===== src/sv/wwkm_pkg.sv =====
// ----------------------------------------------------------------------------
// Whole-word keyword matcher package
// Shared constants, types and character helper functions.
// ----------------------------------------------------------------------------
package wwkm_pkg;

    localparam int MAX_KEY_LEN = 32;
    localparam int KEY_WORDS   = 4;
    localparam int LEN_W       = 6;
    localparam int POS_W       = 6;
    localparam int CFG_IDX_W   = 3;
    localparam int CFG_DATA_W  = 64;

    localparam logic [LEN_W-1:0] MAX_KEY_LEN_V = LEN_W'(MAX_KEY_LEN);
    localparam logic [POS_W-1:0] POS_MAX       = '1;

    localparam logic [CFG_IDX_W-1:0] CFG_KEY_LEN = 3'd0;
    localparam logic [CFG_IDX_W-1:0] CFG_KEY_W0  = 3'd1;
    localparam logic [CFG_IDX_W-1:0] CFG_KEY_W1  = 3'd2;
    localparam logic [CFG_IDX_W-1:0] CFG_KEY_W2  = 3'd3;
    localparam logic [CFG_IDX_W-1:0] CFG_KEY_W3  = 3'd4;

    localparam logic [7:0] CHR_NUL        = 8'h00;
    localparam logic [7:0] CHR_NEWLINE    = 8'h0A;
    localparam logic [7:0] CHR_SPACE      = 8'h20;
    localparam logic [7:0] CHR_DASH       = 8'h2D;
    localparam logic [7:0] CHR_UNDERSCORE = 8'h5F;

    typedef logic [CFG_DATA_W-1:0] t_key_word;

    typedef struct packed {
        logic       step;
        logic       last;
        logic [7:0] data;
    } t_scan_step;

    function automatic logic is_alnum(input logic [7:0] c);
        return (c >= 8'h30 && c <= 8'h39) || (c >= 8'h61 && c <= 8'h7A) ||
               (c >= 8'h41 && c <= 8'h5A);
    endfunction

    function automatic logic [7:0] fold_case(input logic [7:0] c);
        if (c >= 8'h41 && c <= 8'h5A) begin
            return c + 8'h20;
        end
        return c;
    endfunction

endpackage


===== src/sv/wwkm_scan.sv =====
// ----------------------------------------------------------------------------
// Whole-word keyword matcher line scanner
// Holds the per-line word tracking state and evaluates one byte per step.
// ----------------------------------------------------------------------------
module wwkm_scan
    import wwkm_pkg::*;
(
    input  logic             i_clk,
    input  logic             i_rst_n,
    input  t_scan_step       i_step,
    input  logic [LEN_W-1:0] i_key_len,
    input  t_key_word        i_key_words [KEY_WORDS],
    output logic             o_done,
    output logic             o_match
);

    logic             r_inside, n_inside;
    logic [POS_W-1:0] r_pos, n_pos;
    logic             r_equal, n_equal;
    logic             r_found, n_found;
    logic             r_cut, n_cut;
    logic [7:0]       r_prev, n_prev;
    logic [7:0]       r_prev2, n_prev2;

    logic [7:0] key_byte;
    logic       key_ok;

    assign key_ok = (i_key_len != '0) && (i_key_len <= MAX_KEY_LEN_V);

    always_comb begin
        logic [7:0] c;
        logic [POS_W-1:0] p;
        c        = i_step.data;
        n_inside = r_inside;
        n_pos    = r_pos;
        n_equal  = r_equal;
        n_found  = r_found;
        n_cut    = r_cut;
        n_prev   = r_prev;
        n_prev2  = r_prev2;
        o_match  = 1'b0;
        key_byte = 8'h00;
        p        = '0;

        if (i_step.step) begin
            if (!r_cut) begin
                if (c == CHR_NUL || c == CHR_NEWLINE) begin
                    if (r_inside && r_equal && key_ok && r_pos == i_key_len) begin
                        n_found = 1'b1;
                    end
                    n_inside = 1'b0;
                    n_pos    = '0;
                    n_equal  = 1'b0;
                    n_cut    = 1'b1;
                end else if (r_inside) begin
                    if (is_alnum(c) || c == CHR_UNDERSCORE) begin
                        p = r_pos;
                        key_byte = i_key_words[p[4:3]][{p[2:0], 3'b000} +: 8];
                        if (p < i_key_len && !p[5]) begin
                            n_equal = r_equal && (fold_case(c) == fold_case(key_byte));
                        end else begin
                            n_equal = 1'b0;
                        end
                        if (p != POS_MAX) begin
                            n_pos = p + 1'b1;
                        end
                    end else begin
                        if (r_equal && key_ok && r_pos == i_key_len) begin
                            n_found = 1'b1;
                        end
                        n_inside = 1'b0;
                        n_pos    = '0;
                        n_equal  = 1'b0;
                    end
                end else if (is_alnum(c)) begin
                    key_byte = i_key_words[0][7:0];
                    n_inside = 1'b1;
                    n_equal  = (i_key_len != '0) && (fold_case(c) == fold_case(key_byte));
                    n_pos    = POS_W'(1);
                end
                if (!n_cut && c == CHR_SPACE && r_prev == CHR_DASH &&
                    r_prev2 == CHR_SPACE) begin
                    n_cut = 1'b1;
                end
            end
            n_prev2 = r_prev;
            n_prev  = c;

            if (i_step.last) begin
                if (!n_cut && n_inside && n_equal && key_ok && n_pos == i_key_len) begin
                    n_found = 1'b1;
                end
                o_match  = n_found;
                n_inside = 1'b0;
                n_pos    = '0;
                n_equal  = 1'b0;
                n_found  = 1'b0;
                n_cut    = 1'b0;
                n_prev   = 8'h00;
                n_prev2  = 8'h00;
            end
        end
    end

    assign o_done = i_step.step && i_step.last;

    always_ff @(posedge i_clk) begin
        if (!i_rst_n) begin
            r_inside <= 1'b0;
            r_pos    <= '0;
            r_equal  <= 1'b0;
            r_found  <= 1'b0;
            r_cut    <= 1'b0;
            r_prev   <= 8'h00;
            r_prev2  <= 8'h00;
        end else begin
            r_inside <= n_inside;
            r_pos    <= n_pos;
            r_equal  <= n_equal;
            r_found  <= n_found;
            r_cut    <= n_cut;
            r_prev   <= n_prev;
            r_prev2  <= n_prev2;
        end
    end

    a_pos_inside : assert property (@(posedge i_clk) disable iff (!i_rst_n)
        (r_pos != '0) |-> r_inside)
        else $error("word position is set outside of a word");

    a_equal_inside : assert property (@(posedge i_clk) disable iff (!i_rst_n)
        r_equal |-> (r_inside && r_pos != '0))
        else $error("match flag is set without an open word");

    a_line_clear : assert property (@(posedge i_clk) disable iff (!i_rst_n)
        o_done |=> (!r_inside && !r_found && !r_cut && r_prev == 8'h00))
        else $error("line state did not clear after the last beat");

endmodule


===== src/sv/whole_word_keyword_matcher_unit.sv =====
// ----------------------------------------------------------------------------
// Whole-word keyword matcher
// Reports per text line whether the configured keyword occurs as a word.
// ----------------------------------------------------------------------------
// The slave stream carries one text byte per beat, with tlast on the last
// byte of a line. The master stream carries one beat per line, sent for the
// beat that had tlast set; bit 0 of its tdata is high when the keyword was
// found as a whole word, compared without regard to ASCII letter case.
// The keyword and its length are written through the configuration port, and
// the user must do so while no line is in flight; the block does not check.
// A length of zero never matches. A byte is registered on acceptance and then
// evaluated by the line scanner, whose result lands in the output register;
// a line result thus passes the input and output registers before it is sent.
// One byte is accepted every cycle when not stalled; the single scan step per
// byte sets the rate. While a result waits on the master side, bytes that are
// not the end of a line keep flowing; only a second line end stalls the slave
// side. Reset clears the keyword, the line state and the valid flags of both
// stream registers.
// ----------------------------------------------------------------------------
module whole_word_keyword_matcher_unit
    import wwkm_pkg::*;
(
    input  logic                  i_clk,
    input  logic                  i_rst_n,
    input  logic                  s_axis_tvalid,
    output logic                  s_axis_tready,
    input  logic [7:0]            s_axis_tdata,   // [7:0] text_byte
    input  logic                  s_axis_tlast,   // line_end
    output logic                  m_axis_tvalid,
    input  logic                  m_axis_tready,
    output logic [7:0]            m_axis_tdata,   // [0] line_matches, [7:1] zero
    input  logic                  i_cfg_we,
    input  logic [CFG_IDX_W-1:0]  i_cfg_index,
    input  logic [CFG_DATA_W-1:0] i_cfg_data
);

    logic             r_in_valid;
    logic [7:0]       r_in_byte;
    logic             r_in_last;
    logic             r_out_valid;
    logic             r_out_match;
    logic [LEN_W-1:0] r_key_len;
    t_key_word        r_key_words [KEY_WORDS];

    logic       advance;
    t_scan_step scan_step;
    logic       scan_done;
    logic       scan_match;

    assign advance = !(r_in_valid && r_in_last && r_out_valid && !m_axis_tready);
    assign s_axis_tready = advance;

    assign scan_step.step = r_in_valid && advance;
    assign scan_step.last = r_in_last;
    assign scan_step.data = r_in_byte;

    wwkm_scan u_scan (
        .i_clk       (i_clk),
        .i_rst_n     (i_rst_n),
        .i_step      (scan_step),
        .i_key_len   (r_key_len),
        .i_key_words (r_key_words),
        .o_done      (scan_done),
        .o_match     (scan_match)
    );

    always_ff @(posedge i_clk) begin
        if (!i_rst_n) begin
            r_in_valid <= 1'b0;
        end else if (advance) begin
            r_in_valid <= s_axis_tvalid;
        end
    end

    always_ff @(posedge i_clk) begin
        if (advance) begin
            r_in_byte <= s_axis_tdata;
            r_in_last <= s_axis_tlast;
        end
    end

    always_ff @(posedge i_clk) begin
        if (!i_rst_n) begin
            r_out_valid <= 1'b0;
            r_out_match <= 1'b0;
        end else if (scan_done) begin
            r_out_valid <= 1'b1;
            r_out_match <= scan_match;
        end else if (m_axis_tready) begin
            r_out_valid <= 1'b0;
        end
    end

    always_ff @(posedge i_clk) begin
        if (!i_rst_n) begin
            r_key_len <= '0;
            for (int i = 0; i < KEY_WORDS; i++) begin
                r_key_words[i] <= '0;
            end
        end else if (i_cfg_we) begin
            unique case (i_cfg_index)
                CFG_KEY_LEN: r_key_len      <= i_cfg_data[LEN_W-1:0];
                CFG_KEY_W0:  r_key_words[0] <= i_cfg_data;
                CFG_KEY_W1:  r_key_words[1] <= i_cfg_data;
                CFG_KEY_W2:  r_key_words[2] <= i_cfg_data;
                CFG_KEY_W3:  r_key_words[3] <= i_cfg_data;
                default: begin
                end
            endcase
        end
    end

    assign m_axis_tvalid = r_out_valid;
    assign m_axis_tdata  = {7'b0, r_out_match};

endmodule


===== config.mk =====
export PLATFORM = sky130hd
export DESIGN_NAME = whole_word_keyword_matcher_unit
export DESIGN_NICKNAME = d
export VERILOG_FILES = /design/src/sv/wwkm_pkg.sv /design/src/sv/wwkm_scan.sv /design/src/sv/whole_word_keyword_matcher_unit.sv
export SDC_FILE = /design/constraint.sdc
export NUM_CORES = 1
export LEC_CHECK = 0
export BUFFER_PORTS_ARGS = -buffer_cell sky130_fd_sc_hd__buf_2
export CAP_MARGIN = 20
export CORE_MARGIN = 1.5
export CORE_UTILIZATION = 60
export DETAILED_ROUTE_END_ITERATION = 10
export HOLD_SLACK_MARGIN = 0.03
export PLACE_DENSITY_LB_ADDON = 0.2
export SETUP_SLACK_MARGIN = 0.1
export SLEW_MARGIN = 20
export SYNTH_ARGS = -nofsm -noshare
export SYNTH_HDL_FRONTEND = slang
export SYNTH_SLANG_ARGS = --single-unit

===== constraint.sdc =====
create_clock -name i_clk -period 3.31 [get_ports i_clk]
set_input_delay 0.4965 -clock i_clk [delete_from_list [all_inputs] [get_ports i_clk]]
set_output_delay 0.4965 -clock i_clk [all_outputs]
set_load 0.05 [all_outputs]

[Word-level counts from Yosys, hierarchy flattened]
Index checks and enable logic that the tools add are counted.
Word-level totals
  bits of input ports: 81
  register bits after elaboration: 300
  word-level logic and storage cells: 195
  output and inout port bits: 10
Operators by class
  muxes and demuxes: 101
  add/subtract/negate cells: 4
  reduce and logical (&&, ||, !) cells: 44
  shift-type cells: 1
  equal/unequal tests: 14
  bitwise logic cells: 1
  $lt $le $gt $ge: 13
Operators with widths (count)
  two-way mux 8 bit: 31
  binary-select mux 64 bit (select 2 bit): 1
  two-way mux 64 bit: 2
  variable part select 64 x 7 -> 8 bit: 1
  two-way mux 1 bit: 59
  two-way mux 6 bit: 8
  greater-or-equal comparator 8 x 7 -> 1 bit, second input constant: 4
  <= comparator 8 x 7 -> 1 bit, second input constant: 4
  logical AND 1 bit: 26
  adder 8 x 6 -> 8 bit, second input constant: 3
  == test 8 x 6 -> 1 bit, second input constant: 3
  == test 8 bit: 2
  == test 6 bit: 2
  AND reduction 2 bit: 5
  == test 8 x 4 -> 1 bit, second input constant: 1
  == test 8 x 7 -> 1 bit, second input constant: 1
  greater-or-equal comparator 8 x 6 -> 1 bit, second input constant: 1
  <= comparator 8 x 6 -> 1 bit, second input constant: 1
  logical NOT 8 bit: 1
  adder 6 x 1 -> 6 bit, second input constant: 1
  == test 3 x 2 -> 1 bit, second input constant: 2
  <= comparator 6 bit, second input constant: 1
  less-than comparator 6 bit: 1
  != test 6 bit, second input constant: 1
  other kinds (9): 16

[Depth between registers and ports, before layout]
Gate-level depths: netlist of run 1.
  word-level depth: 35
  depth in mapped cells: 15
  mapped depth without buffers: 11

[Modules after synthesis]
Synthesis of run 1 repeated with hierarchy kept, for this count alone.
Unflattened totals
  cells, all modules: 1474
  area total of the unflattened synthesis: 14692.8 µm²
Modules (own cells, without submodules)
  whole_word_keyword_matcher_unit: times used 1, cells each 951, area an instance 10022.1 µm²
  wwkm_scan: times used 1, cells each 523, area an instance 4670.7 µm²

[Worst setup path after synthesis of run 1]
No wires, ideal clock.
  path type: reg-to-reg
  start: register u_scan.r_pos[4]
  end: register r_out_match
  stages on the path, launching flop included: 12
  arrival time: 2.860 ns
  clock period less this slack: 2.977 ns
  slack: 0.333 ns
  buffers on the path: 1
  required time: 3.193 ns
  cells stage by stage: dfxtp_1 -> buf_6 -> mux4_1 -> mux2_2 -> a211oi_1 -> a31oi_1 -> ha_1 -> xnor2_1 -> nor2_1 -> and4_4 -> or3b_1 -> a32o_1
Between the ends
  cells in the longest elaborated chain, start to end: 35
  elaborated cells between the ends (all ways): 59
  classes of those cells: add/sub: 2; order compare: 3; eq/ne: 4; shift: 1; mux: 40; bitwise: 1; reduce/logical: 8
RTL lines
  from (decl): RTL line wwkm_scan.sv:18  | logic [POS_W-1:0] r_pos, n_pos;
  from (signal assigned): RTL line wwkm_scan.sv:118  | r_pos <= n_pos;
  NOT 2 -> 3 bit (not written as such): RTL line wwkm_scan.sv:58  | key_byte = i_key_words[p[4:3]][{p[2:0], 3'b000} +: 8];
  binary-select mux 64 bit (select 2 bit): RTL line wwkm_scan.sv:58
  two-way mux 64 bit (not written as such) (2 in series): RTL line wwkm_scan.sv:58
  variable part select 64 x 7 -> 8 bit: RTL line wwkm_scan.sv:58
  greater-or-equal comparator 8 x 7 -> 1 bit / <= comparator 8 x 7 -> 1 bit (equally long branches): RTL line wwkm_pkg.sv:43  | if (c >= 8'h41 && c <= 8'h5A) begin
  logical AND 1 bit: RTL line wwkm_pkg.sv:43
  two-way mux 1 bit: RTL line wwkm_pkg.sv:43
  two-way mux 1 bit: RTL line wwkm_scan.sv:59  | if (p < i_key_len && !p[5]) begin
  [... 16 more ...]
  two-way mux 1 bit: RTL line wwkm_scan.sv:55  | end else if (r_inside) begin
  two-way mux 1 bit: RTL line wwkm_scan.sv:47  | if (c == CHR_NUL || c == CHR_NEWLINE) begin
  two-way mux 1 bit: RTL line wwkm_scan.sv:46  | if (!r_cut) begin
  two-way mux 1 bit: RTL line wwkm_scan.sv:45  | if (i_step.step) begin
  logical AND 1 bit (3 in series): RTL line wwkm_scan.sv:90  | if (!n_cut && n_inside && n_equal && key_ok && n_pos == i_key_len) begin
  two-way mux 1 bit *: RTL line wwkm_scan.sv:90
  two-way mux 1 bit *: RTL line wwkm_scan.sv:89  | if (i_step.last) begin
  two-way mux 1 bit *: RTL line wwkm_scan.sv:45
  to (signal assigned): RTL line whole_word_keyword_matcher_unit.sv:88  | r_out_match <= scan_match;
  to (decl): RTL line whole_word_keyword_matcher_unit.sv:41  | logic r_out_match;
Every way passes the cells marked *; elsewhere a longest branch is shown, timed or not. The select of a mux whose other input is x is not followed.
A chain may end at the register's enable or synchronous reset.

[Worst setup path in the final report of run 1]
Ends and elaborated chain as after synthesis.

==> results of run 1 <==
## routing by layer
metal | vias to the layer above | wire length [um] | global-route usage
met5 | - | 0 | 0
met4 | 0 | 1510 | 0.129
met3 | 102 | 2530 | 0.0390
met2 | 471 | 19300 | 0.529
met1 | 6027 | 17700 | 0.432
li1 | 5917 | - | -
## path summary, 6_finish.rpt
path / from / to / slack [ns]
hold reg to reg: u_scan.r_prev2[5]$_SDFFE_PN0P_ / u_scan.r_prev2[5]$_SDFFE_PN0P_ / 0.46
hold / removal: s_axis_tdata[4] / r_in_byte[4]$_DFFE_PN_ / 0.10
setup reg to reg: u_scan.r_pos[4]$_SDFFE_PN0P_ / r_out_match$_SDFFE_PN0P_ / 0.18
setup / recovery: u_scan.r_pos[4]$_SDFFE_PN0P_ / r_out_match$_SDFFE_PN0P_ / 0.18
## sequential cells by signal, indices dropped and copies added, names as in the netlist
name	cells
m_axis_tvalid	1
r_in_byte	8
r_in_last	1
r_in_valid	1
r_key_len	6
r_key_words	256
r_out_match	1
u_scan.r_cut	1
u_scan.r_equal	1
u_scan.r_found	1
u_scan.r_inside	1
u_scan.r_pos	6
u_scan.r_prev	8
u_scan.r_prev2	8
## cells by family after synthesis
kind of cell / after synthesis / share of synthesized area
and+or+nand+nor: 723 / 0.207
muxes: 90 / 0.101
adders and majority gates: 11 / 0.00934
buffers and inverters: 150 / 0.0507
xor gates and xnor gates: 19 / 0.0113
other: 1 / 0.000255
DFF: 300 / 0.414
AOI/OAI and AO/OA: 405 / 0.206
## metrics by stage
step	std cells	hold WS, ns
finish	2094	0.100
detailed placement	2033	0.458
CTS	2088	0.0836
global route	2094	0.0820
floorplan	1705	0.436
global placement	2033	0.450
## power by group through the flow
stage	registers, mW	clock network (mW)	logic [mW]
6_report	3.76	3.56	0.540
5_1_grt	3.77	3.74	0.586
4_1_cts	3.76	3.60	0.529
3_5_place_dp	3.84	0	0.526
3_3_place_gp	3.84	0	0.517
2_1_floorplan	3.82	0	0.334
## synth_stat cells, types with 7 or more instances
library cell / count
clkbuf_1: 91
nand3b_1: 18
mux4_2: 40
edfxtp_1: 9
o21ai_1: 8
mux2i_1: 40
buf_6: 8
a21boi_0: 276
a31oi_1: 10
and3_1: 9
a21oi_1: 23
nor2b_1: 25
ha_1: 11
nand3_1: 20
buf_4: 13
dfxtp_1: 291
nor3_1: 8
o22ai_1: 8
and2_1: 12
xnor2_1: 13
nor2_1: 30
nand2_1: 567
inv_1: 14
buf_1: 7
nand4_1: 7
buf_2: 11
o21ai_0: 14
## area by class of cell
class | instances | area, um^2 | area share
multi-input cells | 1255 | 7980 | 0.480
flip-flops and latches | 300 | 6100 | 0.367
repair buffers | 144 | 1040 | 0.0628
clock buffers | 47 | 906 | 0.0544
well taps | 324 | 405 | 0.0244
clock inverters | 8 | 135 | 0.00812
inverters | 15 | 56.3 | 0.00338
diodes | 1 | 2.50 | 0.000150
## what timing repair did
action / 4_1_cts / 5_1_grt
setup buffers: 0 / 5
endpoints found under the setup margin: 0 / 2
gates resized for setup: 0 / 26
==> impl_metrics.py, run 1 <==
metrics = {
    "global_route": {
        "antenna_found_initial": 1,
        "track_usage": 0.321,
        "grt-ovfl-total": 0,
        "grt_max_degree": 292,
        "grt_pass1_wl_um": 65900,
        "grt_pass1_vias": 12300,
    },
    "floorplanning": {
        "rows": 57,
        "start_util": 0.609,
        "die_h_um": 160,
        "die_width_um": 160,
        "io_pins": 91,
        "core_area_mm2": 0.0242,
        "dieArea_mm2": 0.0255,
    },
    "power": {
        "power.switching_mw": 1.83,
        "pwr-share-comb": 0.069,
        "p_sw_frac": 0.233,
        "power_density_mw_per_mm2": 473,
        "p_seq_frac": 0.478,
        "leakagePower_nw": 5.58,
        "internal_power_mw": 6.03,
        "power_mw": 7.86,
        "p_clk_frac": 0.453,
        "max-vdd-ir-drop_mv": 0.458,
    },
    "logic_synthesis": {
        "yosys_warnings": 0,
        "syn_inst": 1699,
        "ys_seq_elements": 300,
        "ys.flop_type": "dfxtp_1",
        "synthArstFlopShare": 0,
        "avgSynthCellArea_um2": 8.67,
        "seq_area_frac_synth": 0.414,
        "synth_top_area_cell": "dfxtp_1",
        "synth_edf_count": 9,
        "netlist_area_mm2": 0.0147,
        "synth_top_area_share": 0.396,
        "yosysUniqueCellTypes": 82,
        "yosys-top-cells-area": "dfxtp_1 (40%), nand2_1 (14%), a21boi_0 (14%)",
    },
    "cts": {
        "cts_root_buffer": "clkbuf_16",
        "clk_latency_ns": 0.58,
        "clkTransAtPathRegs_ns": 0.06,
        "cts_hold_buf": 0,
        "cts_tree": "yes",
        "clock_sinks": 300,
        "cts_made_buffers": 31,
        "cts_htree_levels": 1,
        "ctsLongestPathBuffers": 3,
    },
    "sta": {
        "hold_violations": 0,
        "skew_ns": 0.0144,
        "slew_violations": 0,
        "finalSetupViolations": 0,
        "setup_slack_ns": 0.177,
        "max_freq_ghz": 0.319,
        "period_share": 0.946,
        "rsz0062_at_grt": "false",
        "tightest_slew_ns": 1.21,
        "finalSetupTns_ns": 0,
        "relSlewSlack": 0.191,
        "timing.final.crit_period_ns": 3.13,
    },
    "setup_path": {
        "endpoint_kind": "flop",
        "crit_type": "flop to flop",
        "start_kind": "flop",
        "cp_num_buf_inv": 2,
        "cp.arrival_ns": 3.59,
        "ff2ff_path_depth": 11,
        "path_common_cell": "a31oi_2",
        "crit_path_max_fanout": 7,
        "crit_family": "compound AO/OA/AOI/OAI gates",
        "cp.depth": 11,
        "crit_chain": "buf_8 -> buf_6 -> mux4_2 -> mux2_4 -> a2111oi_4 -> a31oi_2 -> a21oi_2 -> a31oi_2 -> and4_4 -> or3b_1 -> a32o_1",
        "slowest_stage": "mux4_2",
        "critical_path_required_ns": 3.77,
        "cpPeakStageDelay_ns": 0.50,
    },
    "finish": {
        "mostFrequentLayoutCells": "nand2_1 (567), dfxtp_1 (288), a21boi_0 (273), buf_2 (82), buf_4 (46)",
        "area.growth.synth_to_final_pct": 13.0,
        "final_util": 0.688,
        "final_cell_area_mm2": 0.0166,
        "fillers": 1906,
        "layout.nets": 1839,
        "layout-drive-gt1-share": 0.153,
        "layout_commonest_cell": "nand2_1",
    },
    "routing": {
        "vias": 12500,
        "totalWireLength_um": 41000,
        "avgViaCountPerCell": 5.98,
        "drt_pass1_iterations": 7,
        "avgRoutedWirePerCell_um": 19.6,
        "drt_iter0_markers": 1109,
        "ant_nets": 0,
        "drc": 0,
    },
    "place": {
        "gp_congestion": 0.958,
        "place_area_mm2": 0.0155,
        "io_buffers": 83,
        "dp_hpwl_um": 26300,
        "post-place-ws_ns": 0.128,
    },
    "job": {
        "cap_viol_max_count": 0,
    },
    "min_path": {
        "whs_path_depth": 1,
        "min_path_type": "primary input to flop",
    },
    "status": {
        "status": "complete, no violations",
    },
}
No activity file was read; power rests on OpenSTA's default activity.
==> inputs of run 2 (changes only) <==
Settings changed: REMOVE_ABC_BUFFERS from default to 1.
==> run 2 against run 1 <==
Compared with the run above: sequential power barely moved; wire length fell by 0.22%; sequential cell count did not move; clock power rose by 4%; largest cell class unchanged; largest power group unchanged.
==> impl_metrics.py, run 2 (synthesis gave the netlist of run 1 again) <==
metrics = {
    "status": {
        "status": "complete, no violations",
    },
    "finish": {
        "mostFrequentLayoutCells": "nand2_1 (567), dfxtp_1 (289), a21boi_0 (275), buf_2 (82), buf_4 (58)",
        "layout.nets": 1850,
        "fin_cells": 2107,
        "final_util": 0.694,
        "layout-drive-gt1-share": 0.163,
        "layout_commonest_cell": "nand2_1",
        "antenna_cells": 0,
        "final_cell_area_mm2": 0.0168,
        "largest_register": "r_key_words",
        "fillers": 1888,
        "largest_reg_flops": 256,
        "area.growth.synth_to_final_pct": 13.9,
    },
    "power": {
        "power.switching_mw": 1.89,
        "leakagePower_nw": 5.68,
        "pwr-share-comb": 0.068,
        "power_density_mw_per_mm2": 477,
        "p_sw_frac": 0.236,
        "internal_power_mw": 6.12,
        "p_seq_frac": 0.470,
        "max-vdd-ir-drop_mv": 0.414,
        "p_clk_frac": 0.462,
    },
    "global_route": {
        "grt_max_degree": 250,
        "antenna_found_initial": 0,
        "grt_pass1_vias": 12500,
        "grt-ovfl-total": 0,
        "grt_pass1_wl_um": 65200,
        "track_usage": 0.316,
    },
    "setup_path": {
        "crit_chain": "mux4_1 -> mux2_2 -> a211oi_2 -> a31oi_2 -> ha_1 -> xnor2_1 -> nor2_1 -> and4_4 -> or3b_4 -> a32o_1",
        "critical_path_required_ns": 3.77,
        "cp.arrival_ns": 3.67,
        "cp_num_buf_inv": 0,
        "start_kind": "flop",
        "endpoint_kind": "flop",
        "cpPeakStageDelay_ns": 0.56,
        "crit_family": "multiplexers",
        "crit_path_max_fanout": 6,
        "crit_type": "flop to flop",
        "slowest_stage": "mux4_1",
    },
    "sta": {
        "period_share": 0.970,
        "rsz0062_at_grt": "true",
        "slew_violations": 0,
        "finalSetupViolations": 0,
        "tightest_slew_ns": 1.01,
        "relSlewSlack": 0.323,
        "hold_violations": 0,
        "max_freq_ghz": 0.311,
        "timing.final.crit_period_ns": 3.21,
        "setup_slack_ns": 0.0996,
        "skew_ns": 0.0123,
    },
    "floorplanning": {
        "rows": 57,
        "start_util": 0.609,
        "dieArea_mm2": 0.0255,
        "die_h_um": 160,
        "die_width_um": 160,
        "io_pins": 91,
        "core_area_mm2": 0.0242,
    },
    "place": {
        "gp_congestion": 0.908,
        "place_area_mm2": 0.0155,
        "dp.cells": 2039,
        "io_buffers": 83,
        "dp_hpwl_um": 25400,
        "post-place-ws_ns": -0.0215,
    },
    "cts": {
        "clock_sinks": 300,
        "cts_root_buffer": "clkbuf_16",
        "cts_htree_levels": 1,
        "cts_tree": "yes",
        "cts_made_buffers": 31,
        "clkTransAtPathRegs_ns": 0.06,
        "cts_hold_buf": 0,
        "clk_latency_ns": 0.57,
        "ctsLongestPathBuffers": 3,
    },
    "routing": {
        "drt_pass1_iterations": 8,
        "ant_nets": 0,
        "vias": 12600,
        "avgViaCountPerCell": 6.00,
        "drt_iter0_markers": 1019,
        "avgRoutedWirePerCell_um": 19.4,
        "totalWireLength_um": 40900,
        "drc": 0,
    },
    "min_path": {
        "min_path_type": "primary input to flop",
    },
    "job": {
        "cap_viol_max_count": 0,
    },
}
==> run 2: power groups by stage <==
stage,clock network [mW],registers [mW],logic [mW]
2_1_floorplan,0,3.83,0.269
3_3_place_gp,0,3.84,0.515
3_5_place_dp,0,3.84,0.524
4_1_cts,3.71,3.76,0.527
5_1_grt,3.86,3.77,0.590
6_report,3.70,3.76,0.542
==> run 2: routing by layer <==
| layer | routed length, um | part of all wire | vias to the layer above | GRT usage |
|---|---|---|---|---|
| met3 | 2840 | 0.069 | 114 | 0.0429 |
| met2 | 19500 | 0.48 | 494 | 0.540 |
| met1 | 17300 | 0.42 | 6100 | 0.409 |
| met4 | 1320 | 0.032 | 0 | 0.115 |
| li1 | - | - | 5932 | - |
| met5 | 0 | 0 | - | 0 |
==> run 2: area by class of cell <==
type / instances / area (um^2) / area share
Timing Repair Buffer: 155 / 1090 / 0.0649
Sequential cell: 300 / 6100 / 0.364
Multi-Input combinational cell: 1255 / 8020 / 0.478
Inverter: 15 / 56.3 / 0.00336
Tap cell: 324 / 405 / 0.0242
Clock inverter: 16 / 168 / 0.0100
Clock buffer: 42 / 930 / 0.0554
==> run 2: repair_timing <==
action                     in CTS  in global routing
buffers inserted                4                  6
setup endpoints to repair       1                  2
resized for setup               0                 22
cloned                          0                  0
pin swaps                       0                  5
==> run 2: stage by stage <==
stage          hold WS [ns]  total power, mW  setup TNS, ns
3_3_place_gp          0.448             4.35              0
3_5_place_dp          0.457             4.36        -0.0215
5_1_grt              0.0942             8.22              0
6_report              0.101             8.00              0
2_1_floorplan         0.436             4.10          -5.56
4_1_cts              0.0923             8.00              0
==> run 2: worst reg2reg max path, cell delays in order, from the launching register on <==
cell and delay, ns:
dfxtp_4 0.43, mux4_1 0.56, mux2_2 0.30, a211oi_2 0.30, a31oi_2 0.13, ha_1 0.37, xnor2_1 0.17, nor2_1 0.06
and4_4 0.19, or3b_4 0.39, a32o_1 0.22
==> run 2: path summary, 6_finish.rpt <==
path                                                      from                        endpoint  slack (ns)  cells past startpoint
worst min-delay path                           s_axis_tdata[1]          r_in_byte[1]$_DFFE_PN_        0.10                      1
worst max-delay path              u_scan.r_pos[4]$_SDFFE_PN0P_        r_out_match$_SDFFE_PN0P_         0.1                     10
worst min register to register  u_scan.r_prev2[1]$_SDFFE_PN0P_  u_scan.r_prev2[1]$_SDFFE_PN0P_        0.46                      2
worst max register to register    u_scan.r_pos[4]$_SDFFE_PN0P_        r_out_match$_SDFFE_PN0P_         0.1                     10
